## src/rtl/four_line_plate_reverb_core_defines.svh

```systemverilog
// assertion macros for the plate reverb core
`ifndef FOUR_LINE_PLATE_REVERB_CORE_DEFINES_SVH
`define FOUR_LINE_PLATE_REVERB_CORE_DEFINES_SVH

// same-cycle implication, checked outside reset
`define FLPR_ASSERT_NOW(lbl, ante, cons, msg) \
    lbl: assert property (@(posedge i_clk) disable iff (!i_rst_n) (ante) |-> (cons)) \
        else $error(msg);

// next-cycle implication, checked outside reset
`define FLPR_ASSERT_NEXT(lbl, ante, cons, msg) \
    lbl: assert property (@(posedge i_clk) disable iff (!i_rst_n) (ante) |=> (cons)) \
        else $error(msg);

`endif

```

## src/rtl/flpr_pkg.sv

```systemverilog
package flpr_pkg;

    localparam int SAMPLE_W  = 24;
    localparam int INT_W     = SAMPLE_W + 4;
    localparam int COEF_W    = 16;
    localparam int CFG_W     = COEF_W + 1;
    localparam int MA_W      = INT_W + 1;
    localparam int MB_W      = CFG_W + 1;
    localparam int PROD_W    = MA_W + MB_W;
    localparam int DAMP_SH   = 16;
    localparam int FB_SH     = 16;
    localparam int WET_SH    = 17;
    localparam int NUM_LINES = 4;
    localparam int K_W       = $clog2(NUM_LINES);

    localparam int DEF_LINE0_LEN = 1063;
    localparam int DEF_LINE1_LEN = 1377;
    localparam int DEF_LINE2_LEN = 1709;
    localparam int DEF_LINE3_LEN = 2055;

    localparam logic [CFG_W-1:0]  COEF_ONE      = CFG_W'(65536);
    localparam logic [COEF_W-1:0] RST_FEEDBACK  = COEF_W'(39977);
    localparam logic [CFG_W-1:0]  RST_DAMP      = CFG_W'(31982);
    localparam logic [CFG_W-1:0]  RST_WET       = CFG_W'(32768);

    typedef enum logic [1:0] {
        CFG_FEEDBACK = 2'd0,
        CFG_DAMP     = 2'd1,
        CFG_WET      = 2'd2
    } t_cfg_idx;

    typedef enum logic [2:0] {
        ST_IDLE,
        ST_RD,
        ST_DMUL,
        ST_DUPD,
        ST_FMUL,
        ST_WR,
        ST_WMUL,
        ST_WSUM
    } t_state;

    typedef struct packed {
        logic signed [SAMPLE_W-1:0] left_in;
        logic signed [SAMPLE_W-1:0] right_in;
    } t_in_word;

    typedef struct packed {
        logic signed [SAMPLE_W-1:0] left_out;
        logic signed [SAMPLE_W-1:0] right_out;
    } t_out_word;

    function automatic logic signed [INT_W-1:0] sat_int(input logic signed [INT_W+1:0] v);
        logic [2:0] top;
        top = v[INT_W+1:INT_W-1];
        if ((&top) || !(|top)) begin
            return v[INT_W-1:0];
        end else if (v[INT_W+1]) begin
            return {1'b1, {(INT_W-1){1'b0}}};
        end else begin
            return {1'b0, {(INT_W-1){1'b1}}};
        end
    endfunction

    function automatic logic signed [SAMPLE_W-1:0] sat_sample(input logic signed [INT_W:0] v);
        logic [INT_W-SAMPLE_W+1:0] top;
        top = v[INT_W:SAMPLE_W-1];
        if ((&top) || !(|top)) begin
            return v[SAMPLE_W-1:0];
        end else if (v[INT_W]) begin
            return {1'b1, {(SAMPLE_W-1){1'b0}}};
        end else begin
            return {1'b0, {(SAMPLE_W-1){1'b1}}};
        end
    endfunction

    function automatic logic [CFG_W-1:0] clamp_coef(input logic [CFG_W-1:0] c);
        return (c > COEF_ONE) ? COEF_ONE : c;
    endfunction

endpackage

```

## src/rtl/flpr_mul.sv

```systemverilog
module flpr_mul
    import flpr_pkg::*;
(
    input  logic                     i_clk,
    input  logic                     i_en,
    input  logic signed [MA_W-1:0]   i_a,
    input  logic signed [MB_W-1:0]   i_b,
    output logic signed [PROD_W-1:0] o_p
);

    logic signed [PROD_W-1:0] r_p;

    always_ff @(posedge i_clk) begin
        if (i_en) begin
            r_p <= PROD_W'(i_a) * PROD_W'(i_b);
        end
    end

    assign o_p = r_p;

endmodule

```

## config.mk

```make
export PLATFORM = sky130hd
export DESIGN_NAME = flpr_mul
export DESIGN_NICKNAME = d
export VERILOG_FILES = /design/src/rtl/four_line_plate_reverb_core_defines.svh /design/src/rtl/flpr_pkg.sv /design/src/rtl/flpr_mul.sv
export SDC_FILE = /design/constraint.sdc
export NUM_CORES = 1
export LEC_CHECK = 0
export BUFFER_PORTS_ARGS = -buffer_cell sky130_fd_sc_hd__buf_2
export CORE_MARGIN = 1.5
export CORE_UTILIZATION = 45
export CTS_CLUSTER_SIZE = 8
export DETAILED_ROUTE_END_ITERATION = 8
export PLACE_DENSITY = 0.64
export SLEW_MARGIN = 20
export SYNTH_ARGS = -nofsm -noshare
export SYNTH_HDL_FRONTEND = slang
export SYNTH_SLANG_ARGS = --single-unit
```

## constraint.sdc

```tcl
create_clock -name i_clk -period 6.6 [get_ports i_clk]
set_input_delay 0.66 -clock i_clk [delete_from_list [all_inputs] [get_ports i_clk]]
set_output_delay 0.66 -clock i_clk [all_outputs]
set_load 0.005 [all_outputs]
```

==> reports/results.tsv <==
metric	value	unit
cts_setup_buffers	0	
outcome	complete, no violations	
ys_warn_count	0	
antenna_found_initial	3	
grt_max_degree	48	
crit_buf_inv	8	
critPathRequiredTime	6640	ps
crit_top_cell	fa_1	
syn_area_per_cell	9.20	um^2
drc	0	
arrival	6340	ps
utilization	50.7	%
die_w	213	um
start_util	45.8	%
grt_pass1_vias	16205	
ios	96	
slew_viol_final	0	
dp_hpwl	43300	um
die_h	213	um
firstDrtPassIters	5	
cp-end-kind	flop	
slew_headroom	53.7	%
clock_path_buffers	2	
ant_nets	0	
grt_setup_unrepaired	false	
root_buffer	clkbuf_16	
wl_per_cell	17.0	um
synth_ff_type	edfxtp_1	
via_count	14334	
grt_overflow	0	
row_count	76	
grt_pass1_wl	82400	um
hold_class	in -> reg	
h-tree-depth	2	
cts_buffers	5	
synthDistinctLibCells	54	
crit_type	in -> reg	
syn_to_final_growth	10.8	%
drv_cap	0	
vias_per_cell	4.99	
netlist_area	0.0198	mm^2
io_buffers	95	
setup_violations	0	
timing.final.ws_setup	298	ps
yosysSeqAreaShare	7.13	%
cp_top_family	adder cells	
async_flop_share	0	%
layout-drive-gt1-share	11.0	%
worstMarginPinSlew	694	ps
fmax	0.159	GHz
synth_edf_count	47	
path_cells	buf_2, buf_4, buf_4, nand2_1, fa_1, inv_1, fa_1, fa_1, fa_1, fa_1, inv_1, fa_1, inv_1, ha_1, inv_1, nor2_1, and3_1, and4_1, a221oi_1, buf_4, o31ai_1, xor2_1	
syn-num-nets	2820	
start_kind	primary input	
drt-total-wl	48900	um
coreArea	0.0433	mm^2
max_stage_delay	550	ps
period_minus_slack	6300	ps
die_area	0.0453	mm^2
ys_seq_elements	47	
num-nets-final	2957	
syn-instance-count	2151	
place.gp.congestion	0.869	
largest_reg_flops	47	
cts_tree	yes	
crit_fanout	12	
drt-initial-drc-count	590	
fin_crit_sh	95.5	%
nFillCells	4049	
track_usage	23.8	%
clock_sinks	47	
dp_slack	-158	ps
clk_pin_slew	80	ps
slowest_stage	fa_1	
final_hold_viol_count	0	
## path summary, 6_finish.rpt
kind / start / end / slack, ps / cells past startpoint
worst min-delay path: i_a[0] / o_p[0] / 930 / 3
worst max-delay path: i_b[12] / o_p[42] / 300 / 22
## layer usage
layer / up-vias / wire length (um) / track usage, %
li1: 6461 / - / -
met1: 7405 / 17300 / 25.8
met5: - / 27 / 0
met2: 342 / 27400 / 46.9
met3: 122 / 1630 / 2.12
met4: 4 / 2450 / 9.88
## through the flow
step | setup TNS [ps] | hold slack [ps] | cells | instance area (um^2)
6_report | 0 | 935 | 2875 | 21900
5_1_grt | 0 | 956 | 2875 | 21900
2_1_floorplan | 0 | 772 | 2151 | 19800
3_3_place_gp | -160 | 1060 | 2866 | 21700
3_5_place_dp | -692 | 1050 | 2866 | 21700
4_1_cts | 0 | 932 | 2874 | 21900
## cells in the mapped netlist, types with 3 or more instances
cell type    n  share of area [%]
a31oi_1      6               0.19
ha_1       115                7.3
fa_1       505                 51
a21o_1      16               0.61
o31ai_1      3               0.11
and4_1       3               0.13
clkbuf_1    98                1.9
inv_1      591                 11
nor2b_1      5               0.16
nand3_1     10               0.25
a21oi_1     39               0.99
o21bai_1     5               0.19
xnor2_1     30                1.3
nand2b_1    12               0.38
a211oi_1     7               0.27
o21a_1       5               0.19
o21ai_0     24               0.61
nor2_1      41               0.78
nand2_1    311                5.9
and3_1       5               0.16
o211ai_1     3               0.11
xor2_1      12               0.53
o311ai_0     4               0.18
nor3_1       9               0.23
edfxtp_1    47                7.1
a21boi_0     3               0.11
or3_1        4               0.13
and2_1     201                6.4
## layout by cell type, fill, tap and decap left out, types with 4 or more instances in the layout
cell type,n
a211oi_1,7
a21o_1,15
a21oi_1,39
a31oi_1,6
and2_1,201
and3_1,5
buf_12,5
buf_2,87
buf_4,132
clkbuf_16,5
clkbuf_4,8
edfxtp_1,47
fa_1,505
ha_1,115
inv_1,591
nand2_1,311
nand2b_1,12
nand3_1,10
nor2_1,41
nor2b_1,5
nor3_1,9
o21a_1,5
o21ai_0,23
o21bai_1,5
or3_1,4
xnor2_1,30
xor2_1,12
## timing repair
item                                    CTS  global route
hold buffers                              0             0
endpoints found under the setup margin    0            10
resized for setup                         0            13
## final cells by class
class / count / area (um^2) / share of cell area (%)
multi-input combinational: 1411 / 15800 / 72.0
inverter: 591 / 2220 / 10.1
timing repair buffer: 232 / 1590 / 7.23
sequential: 47 / 1410 / 6.43
tap: 585 / 732 / 3.34
clock buffer: 5 / 125 / 0.570
clock inverter: 3 / 71.3 / 0.325
antenna: 1 / 2.50 / 0.0114
## kinds of logic after synthesis
logic type | after synthesis | share of synthesized area (%)
fa+ha+maj | 620 | 58.3
xor+xnor | 42 | 1.86
simple gates | 611 | 14.8
buf+inv | 693 | 13.2
flops | 47 | 7.13
compound gates | 137 | 4.68
mux | 1 | 0.0506
Power is not shown: default switching activity piles up to over one toggle a cycle in this logic, so the estimate is an artifact.
